==> src/sv/baro_temp_compensation_macros.svh <==
// ----------------------------------------------------------------------------
// Barometric compensation assertion macros
// Shared assertion wrappers, compiled out when NO_ASSERTIONS is set.
// ----------------------------------------------------------------------------
`ifndef BARO_TEMP_COMPENSATION_MACROS_SVH
`define BARO_TEMP_COMPENSATION_MACROS_SVH

`ifndef NO_ASSERTIONS
// same-cycle implication
`define BTC_ASSERT_IMP(lbl, ante, cons) \
	lbl: assert property (@(posedge clk) disable iff (!arst_n) (ante) |-> (cons)) \
		else $error("btc: same-cycle check failed");
// next-cycle implication
`define BTC_ASSERT_NXT(lbl, ante, cons) \
	lbl: assert property (@(posedge clk) disable iff (!arst_n) (ante) |=> (cons)) \
		else $error("btc: next-cycle check failed");
`else
`define BTC_ASSERT_IMP(lbl, ante, cons)
`define BTC_ASSERT_NXT(lbl, ante, cons)
`endif

`endif

==> src/sv/btc_pkg.sv <==
// ----------------------------------------------------------------------------
// btc_pkg
// Types, constants and helper functions of the barometric compensation block.
// ----------------------------------------------------------------------------
package btc_pkg;

	localparam int WORD_W     = 64;
	localparam int HALF_W     = 32;
	localparam int CFG_IDX_W  = 3;
	localparam int DIV_CNT_W  = $clog2(WORD_W);
	localparam int MUL_STEP_W = 2;

	typedef logic [WORD_W-1:0] word_t;
	typedef logic [HALF_W-1:0] half_t;

	// register indexes
	localparam logic [CFG_IDX_W-1:0] CFG_TEMP_TRIM    = 3'd0;
	localparam logic [CFG_IDX_W-1:0] CFG_PRESS_TRIM_A = 3'd1;
	localparam logic [CFG_IDX_W-1:0] CFG_PRESS_TRIM_B = 3'd2;
	localparam logic [CFG_IDX_W-1:0] CFG_PRESS_TRIM_C = 3'd3;
	localparam logic [CFG_IDX_W-1:0] CFG_FORMULA_MODE = 3'd4;

	// operation codes
	localparam logic [1:0] FUNC_TEMP  = 2'd0;
	localparam logic [1:0] FUNC_PRESS = 2'd1;

	// multiplier steps
	localparam logic [MUL_STEP_W-1:0] MUL_LO_LO = 2'd0;
	localparam logic [MUL_STEP_W-1:0] MUL_LO_HI = 2'd1;
	localparam logic [MUL_STEP_W-1:0] MUL_HI_LO = 2'd2;

	localparam word_t T_OFFS_64  = 64'd128000;
	localparam half_t T_OFFS_32  = 32'd64000;
	localparam word_t P_BASE_64  = 64'd1048576;
	localparam half_t P_BASE_32  = 32'd1048576;
	localparam word_t P_SCALE    = 64'd3125;
	localparam word_t P_ONE_Q47  = 64'h0000_8000_0000_0000;
	localparam half_t P_ONE_Q15  = 32'd32768;
	localparam word_t T_ROUND    = 64'd128;
	localparam logic signed [WORD_W-1:0] TEMP_HI = 64'sd1048575;
	localparam logic signed [WORD_W-1:0] TEMP_LO = -64'sd1048576;

	typedef enum logic [5:0] {
		ST_IDLE,
		ST_T_MUL1, ST_T_MUL2, ST_T_MUL3, ST_T_SAT,
		ST_A_INIT, ST_A_SQ, ST_A_V2A, ST_A_V2B, ST_A_V1A, ST_A_V1B, ST_A_V1C,
		ST_A_CHK, ST_A_NUM, ST_A_DIV, ST_A_R1, ST_A_R2, ST_A_R3, ST_A_FIN,
		ST_B_INIT, ST_B_SQ, ST_B_V2A, ST_B_V2B, ST_B_V1A, ST_B_V1B, ST_B_V1C,
		ST_B_CHK, ST_B_NUM, ST_B_DIV, ST_B_R1, ST_B_R2, ST_B_R3, ST_B_FIN,
		ST_DONE
	} state_t;

	typedef struct packed {
		logic start;
		logic sgn;
	} div_ctl_t;

	function automatic word_t sx16(logic [15:0] v);
		return {{(WORD_W-16){v[15]}}, v};
	endfunction

	function automatic word_t sx32(half_t v);
		return {{(WORD_W-HALF_W){v[HALF_W-1]}}, v};
	endfunction

	function automatic word_t zx32(half_t v);
		return {{(WORD_W-HALF_W){1'b0}}, v};
	endfunction

	function automatic word_t asr64(word_t v, int unsigned s);
		return word_t'($signed(v) >>> s);
	endfunction

	function automatic half_t asr32(half_t v, int unsigned s);
		return half_t'($signed(v) >>> s);
	endfunction

endpackage

==> src/sv/btc_mul.sv <==
// ----------------------------------------------------------------------------
// btc_mul
// 64 x 64 multiplier, product modulo 2^64, built from one 32 x 32 unit that
// forms the low-low, low-high and high-low partial products in turn.
// ----------------------------------------------------------------------------
module btc_mul import btc_pkg::*; (
	input  logic  clk,
	input  logic  arst_n,
	input  logic  start,
	input  word_t a,
	input  word_t b,
	output logic  done,
	output word_t prod
);

	logic                  busy_q;
	logic                  done_q;
	logic [MUL_STEP_W-1:0] step_q;
	word_t                 a_q;
	word_t                 b_q;
	word_t                 acc_q;
	half_t                 mx;
	half_t                 my;
	word_t                 pp;

	always_comb begin
		case (step_q)
			MUL_LO_LO: begin
				mx = a_q[HALF_W-1:0];
				my = b_q[HALF_W-1:0];
			end
			MUL_LO_HI: begin
				mx = a_q[HALF_W-1:0];
				my = b_q[WORD_W-1:HALF_W];
			end
			default: begin
				mx = a_q[WORD_W-1:HALF_W];
				my = b_q[HALF_W-1:0];
			end
		endcase
		pp = word_t'(mx) * word_t'(my);
	end

	always_ff @(posedge clk or negedge arst_n) begin
		if (!arst_n) begin
			busy_q <= 1'b0;
			done_q <= 1'b0;
			step_q <= MUL_LO_LO;
		end else if (start) begin
			busy_q <= 1'b1;
			done_q <= 1'b0;
			step_q <= MUL_LO_LO;
		end else if (busy_q) begin
			step_q <= step_q + 1'b1;
			if (step_q == MUL_HI_LO) begin
				busy_q <= 1'b0;
				done_q <= 1'b1;
			end
		end else begin
			done_q <= 1'b0;
		end
	end

	always_ff @(posedge clk) begin
		if (start) begin
			a_q <= a;
			b_q <= b;
		end else if (busy_q) begin
			if (step_q == MUL_LO_LO) begin
				acc_q <= pp;
			end else begin
				acc_q <= acc_q + {pp[HALF_W-1:0], {HALF_W{1'b0}}};
			end
		end
	end

	assign done = done_q;
	assign prod = acc_q;

endmodule

==> config.mk <==
export PLATFORM = sky130hd
export DESIGN_NAME = btc_mul
export DESIGN_NICKNAME = d
export VERILOG_FILES = /design/src/sv/baro_temp_compensation_macros.svh /design/src/sv/btc_pkg.sv /design/src/sv/btc_mul.sv
export SDC_FILE = /design/constraint.sdc
export NUM_CORES = 2
export LEC_CHECK = 0
export BUFFER_PORTS_ARGS = -buffer_cell sky130_fd_sc_hd__buf_2
export CORE_ASPECT_RATIO = 0.5
export CORE_MARGIN = 2
export CORE_UTILIZATION = 50
export CTS_CLUSTER_DIAMETER = 40
export DETAILED_ROUTE_END_ITERATION = 12
export PLACE_DENSITY = 0.74
export REMOVE_ABC_BUFFERS = 1
export SETUP_SLACK_MARGIN = 0.1
export SYNTH_ARGS = -nofsm -noshare
export SYNTH_HDL_FRONTEND = slang
export SYNTH_SLANG_ARGS = --single-unit
==> constraint.sdc <==
create_clock -name clk -period 14.4 [get_ports clk]
set_input_delay 0.72 -clock clk [delete_from_list [all_inputs] [get_ports clk]]
set_output_delay 0.72 -clock clk [all_outputs]
set_load 0.01 [all_outputs]
==> results.md <==
- Min Tclk post-route: 11.61 ns
- GRT Max-Usage Layer: met2
- Die ar.: 85640 µm²
- Die width: around 410 µm
- EDFF count, synth: 192
- FF-to-FF setup slack: around 2.8 ns
- Pin count of the biggest net entering global routing: 93
- Slowest cell on the critical path: mux2i_1
- Hold Path Class: input port to flop
- CTS root buf: clkbuf_16
- Met3 Usage GRT: 0.1458
- DR vias/cell: ~5.8
- Synth Instances: 4368
- Hold WS: roughly 0.34 ns
- Detail Route Antenna Nets: 0
- Register area share after synthesis: 0.1410
- Fillers: approximately 7200
- Ports: 196
- CTS tree: yes
- CP most frequent cell: fa_1
- DP HPWL: roughly 110000 µm
- Delay-heaviest family, CP: adder cells
- CP Max Fanout: 35
- Number of global-route vias before repair: ~34000
- M2 GR Usage: 0.4541
- Final Hold Fails: 0
- Initial Util: 0.5070
- Critical path required time: between 10 and 15 ns
- Cell variety after synth: 83
- Ys flop type: edfxtp_1
- Setup TNS: 0 ns
- Worst Skew: roughly 0.013 ns
- CP peak stage delay: between 1 and 1.5 ns
- Nets: slightly below 6000
- Slew margin rel.: 0.03476
- Pre-antenna DRT Iters: 6
- Critical path buffers and inverters: 6
- Routed wire length: ~130000 µm
- Max-slew violations: 0
- Yosys reg bits: approximately 200
- GRT met1 Usage: 0.4165
- Final setup viols: 0
- Number of cell rows: 74
- Initial DRC count: 3384
- Worst-Skew Late Latency: 0.55 ns
- Die Y: 207.9 µm
- Setup crit end kind: flop
- WP data arrival: around 12 ns
- Global-route wire length before repair: between 200000 and 250000 µm
- Clk pin slew, worst setup/hold paths: approximately 0.09 ns
- GRT Overall Usage: 0.3180
- Core Footprint: slightly above 80000 µm²
- Fmax: approximately 86 MHz
- Post-CTS setup buffers: 0
- Status: complete, no violations
- Number of buffers created by CTS: 17
- DR DRC count: 0
- Share of layout cells above drive strength 1: 0.09381
- PortBufs: 195
- Slew @ Worst Pin: 1.408 ns
- Area grow syn2layout: 6.694%
- Yosys warns: 0
- Wire length per cell: between 20 and 25 µm
- H-tree depth: 4
- Max-cap violations: 0
- Startpoint types: flop
- RSZ-0062 raised after global routing: false
- WS Path Type: flop to flop
- Avg Inst Size Synth: 9.521 µm²
- Antenna violations before repair: 3
- Bufs on Longest Clock Path: 2
- Clk sinks: between 150 and 200
- Ys async rst share: 0.02041
- Congestion Overflow GR: 0
- Area of the mapped netlist: approximately 42000 µm²
- Fin crit share: 0.8062
- GP Congestion: about 1.1
- Vias after detailed routing: ~32000
## sequential cells by signal, summed over array words and instances, names as in the netlist
| signal | flops |
|---|---|
| a_q | 64 |
| b_q | 64 |
| prod | 64 |
| step_q | 2 |
| busy_q | 1 |
| done | 1 |
## path summary, 6_finish.rpt
kind                                       to  cells past startpoint                  start
max                        prod[63]$_DFFE_PP_                     31  step_q[1]$_DFFE_PN0P_
min                         b_q[41]$_DFFE_PP_                      1                  b[41]
max reg2reg                prod[63]$_DFFE_PP_                     31  step_q[1]$_DFFE_PN0P_
min reg2reg                  done$_DFFE_PN0P_                      1       done$_DFFE_PN0P_
max in group asynchronous    busy_q$_DFF_PN0_                      2                 arst_n
min in group asynchronous    done$_DFFE_PN0P_                      2                 arst_n
## through the flow
stage | area (µm²) | utilization | setup slack [ns] | cells
2_1_floorplan | 40740 | - | 1.050 | 4157
3_3_place_gp | 43750 | 0.5333 | 2.896 | 5524
3_5_place_dp | 43770 | 0.5335 | 3.091 | 5525
4_1_cts | 44370 | 0.5408 | 3.037 | 5558
5_1_grt | 44370 | 0.5409 | 2.447 | 5559
6_report | 44370 | 0.5409 | 2.791 | 5561
## layer usage
metal | up-vias | share of wire
met5 | - | 0.00091
met4 | 8 | 0.047
met3 | 381 | 0.15
met2 | 2028 | 0.42
met1 | 16210 | 0.38
li1 | 13430 | -
## cells by family (layout without fill, tap and decap cells)
family          after synthesis  after routing  synth area share
buf+inv                    1093           1181            0.1000
fa+ha+maj                  1196           1196            0.5217
compound gates              337            337           0.05514
xor+xnor                     90             90           0.01928
other cells                   0              3                 0
simple gates               1329           1329            0.1303
flops                       196            196            0.1410
mux                         127            127           0.03249
## synth_stat cells (12+ instances only)
cell type	count	area, µm²
a31oi_1	17	106.4
mux2i_1	63	630.6
nand4_1	24	150.1
inv_1	882	3311
and3_1	12	75.07
o21bai_1	15	112.6
clkbuf_1	181	679.4
ha_1	299	3741
a21o_1	49	367.9
mux2_2	64	720.7
xnor2_1	53	464.2
buf_2	16	80.08
fa_1	897	17960
o21ai_0	55	275.3
a21oi_1	113	565.5
nand3_1	15	75.07
edfxtp_1	192	5766
nand2b_1	16	100.1
nand2_1	728	2733
xor2_1	36	315.3
and2_1	50	312.8
nor2_1	429	1610
nor2b_1	16	100.1
## layout make-up
cell class | count | area [µm²] | area share
Multi-Input combinational cell | 3079 | 31690 | 0.7141
Sequential cell | 196 | 5866 | 0.1322
Inverter | 882 | 3311 | 0.07461
Timing Repair Buffer | 267 | 1533 | 0.03454
Tap cell | 1102 | 1379 | 0.03107
Clock buffer | 17 | 425.4 | 0.009587
Clock inverter | 15 | 165.2 | 0.003722
Antenna cell | 3 | 7.507 | 0.0001692
## cells in the final DEF, fill, tap and decap left out, types with 4 or more instances in the layout
cell	instances
a211oi_1	5
a21o_1	49
a21oi_1	113
a31oi_1	17
a41oi_1	4
and2_1	50
and3_1	12
buf_2	194
buf_4	70
clkbuf_16	17
clkinv_8	4
dfrtp_1	4
edfxtp_1	192
fa_1	897
ha_1	297
inv_1	882
mux2_2	64
mux2i_1	44
mux2i_2	16
nand2_1	728
nand2b_1	16
nand3_1	15
nand3b_1	4
nand4_1	24
nor2_1	428
nor2b_1	15
nor3_1	10
nor4_1	8
o211ai_1	10
o21a_1	7
o21ai_0	55
o21ai_1	5
o21bai_1	15
o31ai_1	6
or3_1	4
xnor2_1	53
xor2_1	36
## timing repair
item,CTS,global route
hold endpoints to repair,4,0
resized for setup,0,0
hold buffers,1,0
Power is left out: the tool's default activity adds up to more than one toggle a clock period on the data nets, which glitch-free logic cannot reach.
