**src/sv/baro_temp_compensation_macros.svh**
```systemverilog
// ----------------------------------------------------------------------------
// Barometric compensation assertion macros
// Shared assertion wrappers, compiled out when NO_ASSERTIONS is set.
// ----------------------------------------------------------------------------
`ifndef BARO_TEMP_COMPENSATION_MACROS_SVH
`define BARO_TEMP_COMPENSATION_MACROS_SVH

`ifndef NO_ASSERTIONS
// same-cycle implication
`define BTC_ASSERT_IMP(lbl, ante, cons) \
	lbl: assert property (@(posedge clk) disable iff (!arst_n) (ante) |-> (cons)) \
		else $error("btc: same-cycle check failed");
// next-cycle implication
`define BTC_ASSERT_NXT(lbl, ante, cons) \
	lbl: assert property (@(posedge clk) disable iff (!arst_n) (ante) |=> (cons)) \
		else $error("btc: next-cycle check failed");
`else
`define BTC_ASSERT_IMP(lbl, ante, cons)
`define BTC_ASSERT_NXT(lbl, ante, cons)
`endif

`endif

```
**src/sv/btc_pkg.sv**
```systemverilog
// ----------------------------------------------------------------------------
// btc_pkg
// Types, constants and helper functions of the barometric compensation block.
// ----------------------------------------------------------------------------
package btc_pkg;

	localparam int WORD_W     = 64;
	localparam int HALF_W     = 32;
	localparam int CFG_IDX_W  = 3;
	localparam int DIV_CNT_W  = $clog2(WORD_W);
	localparam int MUL_STEP_W = 2;

	typedef logic [WORD_W-1:0] word_t;
	typedef logic [HALF_W-1:0] half_t;

	// register indexes
	localparam logic [CFG_IDX_W-1:0] CFG_TEMP_TRIM    = 3'd0;
	localparam logic [CFG_IDX_W-1:0] CFG_PRESS_TRIM_A = 3'd1;
	localparam logic [CFG_IDX_W-1:0] CFG_PRESS_TRIM_B = 3'd2;
	localparam logic [CFG_IDX_W-1:0] CFG_PRESS_TRIM_C = 3'd3;
	localparam logic [CFG_IDX_W-1:0] CFG_FORMULA_MODE = 3'd4;

	// operation codes
	localparam logic [1:0] FUNC_TEMP  = 2'd0;
	localparam logic [1:0] FUNC_PRESS = 2'd1;

	// multiplier steps
	localparam logic [MUL_STEP_W-1:0] MUL_LO_LO = 2'd0;
	localparam logic [MUL_STEP_W-1:0] MUL_LO_HI = 2'd1;
	localparam logic [MUL_STEP_W-1:0] MUL_HI_LO = 2'd2;

	localparam word_t T_OFFS_64  = 64'd128000;
	localparam half_t T_OFFS_32  = 32'd64000;
	localparam word_t P_BASE_64  = 64'd1048576;
	localparam half_t P_BASE_32  = 32'd1048576;
	localparam word_t P_SCALE    = 64'd3125;
	localparam word_t P_ONE_Q47  = 64'h0000_8000_0000_0000;
	localparam half_t P_ONE_Q15  = 32'd32768;
	localparam word_t T_ROUND    = 64'd128;
	localparam logic signed [WORD_W-1:0] TEMP_HI = 64'sd1048575;
	localparam logic signed [WORD_W-1:0] TEMP_LO = -64'sd1048576;

	typedef enum logic [5:0] {
		ST_IDLE,
		ST_T_MUL1, ST_T_MUL2, ST_T_MUL3, ST_T_SAT,
		ST_A_INIT, ST_A_SQ, ST_A_V2A, ST_A_V2B, ST_A_V1A, ST_A_V1B, ST_A_V1C,
		ST_A_CHK, ST_A_NUM, ST_A_DIV, ST_A_R1, ST_A_R2, ST_A_R3, ST_A_FIN,
		ST_B_INIT, ST_B_SQ, ST_B_V2A, ST_B_V2B, ST_B_V1A, ST_B_V1B, ST_B_V1C,
		ST_B_CHK, ST_B_NUM, ST_B_DIV, ST_B_R1, ST_B_R2, ST_B_R3, ST_B_FIN,
		ST_DONE
	} state_t;

	typedef struct packed {
		logic start;
		logic sgn;
	} div_ctl_t;

	function automatic word_t sx16(logic [15:0] v);
		return {{(WORD_W-16){v[15]}}, v};
	endfunction

	function automatic word_t sx32(half_t v);
		return {{(WORD_W-HALF_W){v[HALF_W-1]}}, v};
	endfunction

	function automatic word_t zx32(half_t v);
		return {{(WORD_W-HALF_W){1'b0}}, v};
	endfunction

	function automatic word_t asr64(word_t v, int unsigned s);
		return word_t'($signed(v) >>> s);
	endfunction

	function automatic half_t asr32(half_t v, int unsigned s);
		return half_t'($signed(v) >>> s);
	endfunction

endpackage

```
**src/sv/btc_div.sv**
```systemverilog
// ----------------------------------------------------------------------------
// btc_div
// 64-bit restoring divider, one quotient bit per cycle, signed or unsigned,
// quotient truncated toward zero.
// ----------------------------------------------------------------------------
module btc_div import btc_pkg::*; (
	input  logic     clk,
	input  logic     arst_n,
	input  div_ctl_t ctl,
	input  word_t    num,
	input  word_t    den,
	output logic     done,
	output word_t    quot
);

	logic                 busy_q;
	logic                 done_q;
	logic [DIV_CNT_W-1:0] cnt_q;
	logic                 neg_q;
	word_t                rem_q;
	word_t                quo_q;
	word_t                den_q;
	logic [WORD_W:0]      sh;
	logic                 fits;

	assign sh   = {rem_q, quo_q[WORD_W-1]};
	assign fits = (sh >= {1'b0, den_q});

	always_ff @(posedge clk or negedge arst_n) begin
		if (!arst_n) begin
			busy_q <= 1'b0;
			done_q <= 1'b0;
			cnt_q  <= '0;
		end else if (ctl.start) begin
			busy_q <= 1'b1;
			done_q <= 1'b0;
			cnt_q  <= '0;
		end else if (busy_q) begin
			cnt_q <= cnt_q + 1'b1;
			if (cnt_q == DIV_CNT_W'(WORD_W - 1)) begin
				busy_q <= 1'b0;
				done_q <= 1'b1;
			end
		end else begin
			done_q <= 1'b0;
		end
	end

	always_ff @(posedge clk) begin
		if (ctl.start) begin
			rem_q <= '0;
			quo_q <= (ctl.sgn && num[WORD_W-1]) ? (word_t'(0) - num) : num;
			den_q <= (ctl.sgn && den[WORD_W-1]) ? (word_t'(0) - den) : den;
			neg_q <= ctl.sgn && (num[WORD_W-1] ^ den[WORD_W-1]);
		end else if (busy_q) begin
			if (fits) begin
				rem_q <= WORD_W'(sh - {1'b0, den_q});
			end else begin
				rem_q <= sh[WORD_W-1:0];
			end
			quo_q <= {quo_q[WORD_W-2:0], fits};
		end
	end

	assign done = done_q;
	assign quot = neg_q ? (word_t'(0) - quo_q) : quo_q;

endmodule

```
**config.mk**
```make
export PLATFORM = sky130hd
export DESIGN_NAME = btc_div
export DESIGN_NICKNAME = d
export VERILOG_FILES = /design/src/sv/baro_temp_compensation_macros.svh /design/src/sv/btc_pkg.sv /design/src/sv/btc_div.sv
export SDC_FILE = /design/constraint.sdc
export NUM_CORES = 1
export LEC_CHECK = 0
export ABC_AREA = 0
export BUFFER_PORTS_ARGS = -buffer_cell sky130_fd_sc_hd__buf_2
export CAP_MARGIN = 5
export CORE_MARGIN = 4
export CORE_UTILIZATION = 56
export DETAILED_ROUTE_END_ITERATION = 10
export PLACE_DENSITY = 0.87
export RECOVER_POWER = 100
export SLEW_MARGIN = 20
export SYNTH_ARGS = -nofsm -noshare
export SYNTH_HDL_FRONTEND = slang
export SYNTH_SLANG_ARGS = --single-unit
```
**constraint.sdc**
```tcl
create_clock -name clk -period 3.77 [get_ports clk]
set_clock_uncertainty 0.15 [all_clocks]
set_input_delay 0.1885 -clock clk [delete_from_list [all_inputs] [get_ports clk]]
set_output_delay 0.1885 -clock clk [all_outputs]
set_load 0.005 [all_outputs]
```
==> reports/qor.yml <==
violations: "capacitance limit, slew limit, setup timing"
slew_violations: 117
ant_nets: 0
grtUsageMet1_pct: 41.51
synth-main-ff-cell: "edfxtp_1"
synth_top_cell_by_area: "edfxtp_1"
r2r-start: "den_q[44]$_DFFE_PP_"
r2r_cells: 13
multi_input_area_sq_um: 9837
hold_viol: 0
relSlewSlack_pct: -60.54
path_clk_slew_ns: 0.06
dr.pass1.iters: 6
vias_per_cell: 6.367
met3_usage_pct: 5.381
drv_cap: 1
clk_latency_ns: 0.56
synthesis.nets: 2135
place_congestion: 0.9919
synthToLayoutAreaGrowth_pct: 26.32
r2r_slack_ns: 0.16
h-tree-depth: 1
cp_common_cell: "or3_4"
ys_seq_area_share_pct: 34.06
grt_overflow: 0
r2r_end: "rem_q[22]$_SDFFE_PP0P_"
num_rows: 61
async_reset_ff_share_pct: 3.980
ys_ff_latch: 201
irDropWorstVdd_uv: 359.0
cts_sinks: 201
worstPathCellList: "or4_4 -> nor3_4 -> and3_4 -> nand4_1 -> or2_4 -> or3_4 -> or3_4 -> o31ai_4 -> xnor2_1 -> buf_2"
grt_usage_pct: 32.82
tightest_slew_ns: 2.408
busiest_layer: "met2"
min_period_ns: 4.103
critical_path_class: "reg2out"
die_area_sq_um: 30820
grt_pass1_vias: 16310
synth_cell_types: 68
synth.avg_cell_area_sq_um: 8.130
crit_path_top_delay_cell: "or4_4"
ios: 197
hold_class: "in2reg"
worst_hold_slack_ns: 0.03300
mostFrequentLayoutCells: "nor2_1, nand2_1, a21oi_1"
root_buffer: "clkbuf_16"
syn_inst: 1934
numCtsBuffers: 25
wl_per_cell_um: 20.13
drc: 0
end_kind: "primary output"
io_buffers: 196
setup_viol: 25
grt_first_pass_wirelength_mm: 83.83
synth_area_leaders: "edfxtp_1, xnor2_1, dfxtp_1"
finalCritPeriodShare_pct: 108.8
tns_ns: -4.685
hold_depth: 3
clockBufferDepth: 3
cts_tree: "yes"
hold-path-endpoint: "quo_q[54]$_DFFE_PP_"
p_leak_nw: 8.004
die_h_um: 175.6
dpl.hpwl_mm: 35.68
syn-cell-area_sq_um: 15720
core-area_sq_um: 27710
vias: 17020
status: "finished, violations left"
power_density_nw_per_um2: 559.9
max_stage_delay_ns: 0.57
grtUsageMet2_pct: 55.30
required_ns: 3.43
rsz0062_at_grt: "true"
layout.filler_cells: 1893
synth_top_area_share_pct: 24.64
ff_latch_area_sq_um: 5359
power_mw: 11.12
cp.arrival_ns: 3.76
die_x_um: 175.6
hp-start: "num[54]"
synth_edf_count: 129
ys.warnings.count: 0
drive_above_1_share_pct: 15.17
fin_ws_ns: -0.3331
finalNetCount: 2469
startpoint_type: "flip-flop"
initialDrtViolationCount: 1948
routed_wl_mm: 53.81
grt_max_degree: 140
final_common_cell: "nor2_1"
antenna_found_initial: 7
start_util_pct: 56.75
cp_max_fo: 6
clock.fmax_mhz: 243.7
flip-flops by register name, summed over array words and instances (netlist names):
signal,count
quo_q,64
cnt_q,6
neg_q,1
rem_q,64
den_q,64
done,1
busy_q,1
worst max-delay path by stage:
stage                   startpoint        to
2_1_floorplan  quo_q[16]$_DFFE_PP_  quot[55]
3_3_place_gp    quo_q[4]$_DFFE_PP_  quot[57]
3_5_place_dp    quo_q[4]$_DFFE_PP_  quot[57]
4_1_cts        quo_q[11]$_DFFE_PP_  quot[61]
5_1_grt        quo_q[10]$_DFFE_PP_  quot[61]
6_report       quo_q[10]$_DFFE_PP_  quot[61]
where the power goes:
group	leakage (nW)	switching (mW)	total [mW]	internal (mW)
registers	1.92	0.435	3.28	2.84
logic	5.65	3.13	5.31	2.18
clock network	0.436	1.03	2.53	1.50
total	8.00	4.60	11.1	6.52
metal layers:
| layer | wire length, um | part of all wire [%] | vias up |
|---|---|---|---|
| met2 | 25180 | 47 | 1233 |
| li1 | - | - | 7669 |
| met1 | 20000 | 37 | 7840 |
| met3 | 5503 | 10 | 278 |
| met5 | 0 | 0 | - |
| met4 | 3122 | 5.8 | 0 |
cells by family (layout without fill, tap and decap cells):
logic type / count (synthesis) / in the layout / share of synthesized area, %
and+or+nand+nor: 680 / 680 / 20.30
AOI/OAI and AO/OA: 529 / 529 / 21.04
xor gates and xnor gates: 242 / 242 / 13.48
buffers and inverters: 202 / 555 / 4.854
DFF: 201 / 201 / 34.06
adders and majority gates: 69 / 69 / 5.539
muxes: 11 / 11 / 0.7242
other: 0 / 8 / 0
critical path: cells and delay by family (launching register included):
family | cells | cell delay (ns)
simple gates | 7 | 2.24
compound gates | 1 | 0.21
flops | 1 | 0.42
buf+inv | 1 | 0.16
xor+xnor | 1 | 0.18
layout make-up:
class | instances | share of cell area [%]
multi-input combinational | 1531 | 49.53
sequential | 201 | 26.98
timing repair buffer | 404 | 14.62
clock buffer | 34 | 3.843
tap | 378 | 2.381
inverter | 105 | 1.984
clock inverter | 12 | 0.5670
antenna | 8 | 0.1008
through the flow:
stage                     setup WS [ns]  util, %  cells  cell area [sq um]
after floorplan                  0.3638        -   1934              15720
after global placement           0.1530    62.15   2456              17220
after detailed placement        0.01456    62.15   2456              17220
after CTS                       -0.2628    71.19   2654              19720
after global routing            -0.4033    71.68   2672              19860
final                           -0.3331    71.69   2673              19860
Yosys cell counts (4+ instances only):
cell        n
a211oi_1    6
a21o_1     30
a21oi_1   188
a311oi_1   47
a31oi_1    18
and2_1      9
and3_1      8
clkbuf_1   95
dfrtp_1     8
dfxtp_1    64
edfxtp_1  129
ha_1       68
inv_1     104
mux2i_1     8
nand2_1   206
nand2b_1   14
nand3_1    24
nand4_1    36
nor2_1    224
nor2b_1     7
nor3_1     47
nor4_1     28
o211ai_1    5
o21a_1     10
o21ai_0   119
o21bai_1   13
o22ai_1     4
o31ai_1    36
o41ai_1    18
or2_2       5
or3_1      32
or4_1      21
xnor2_1   153
xor2_1     89
timing repair:
action                                  CTS  global route
gates resized for setup                  26            26
hold buffers                            135             0
endpoints found under the setup margin   20            41
hold endpoints to repair                134             0
pin swaps                                 6            16
setup buffers                            17            12
gates cloned                              0             0
Note: power is estimated with default switching activity, not from simulation.
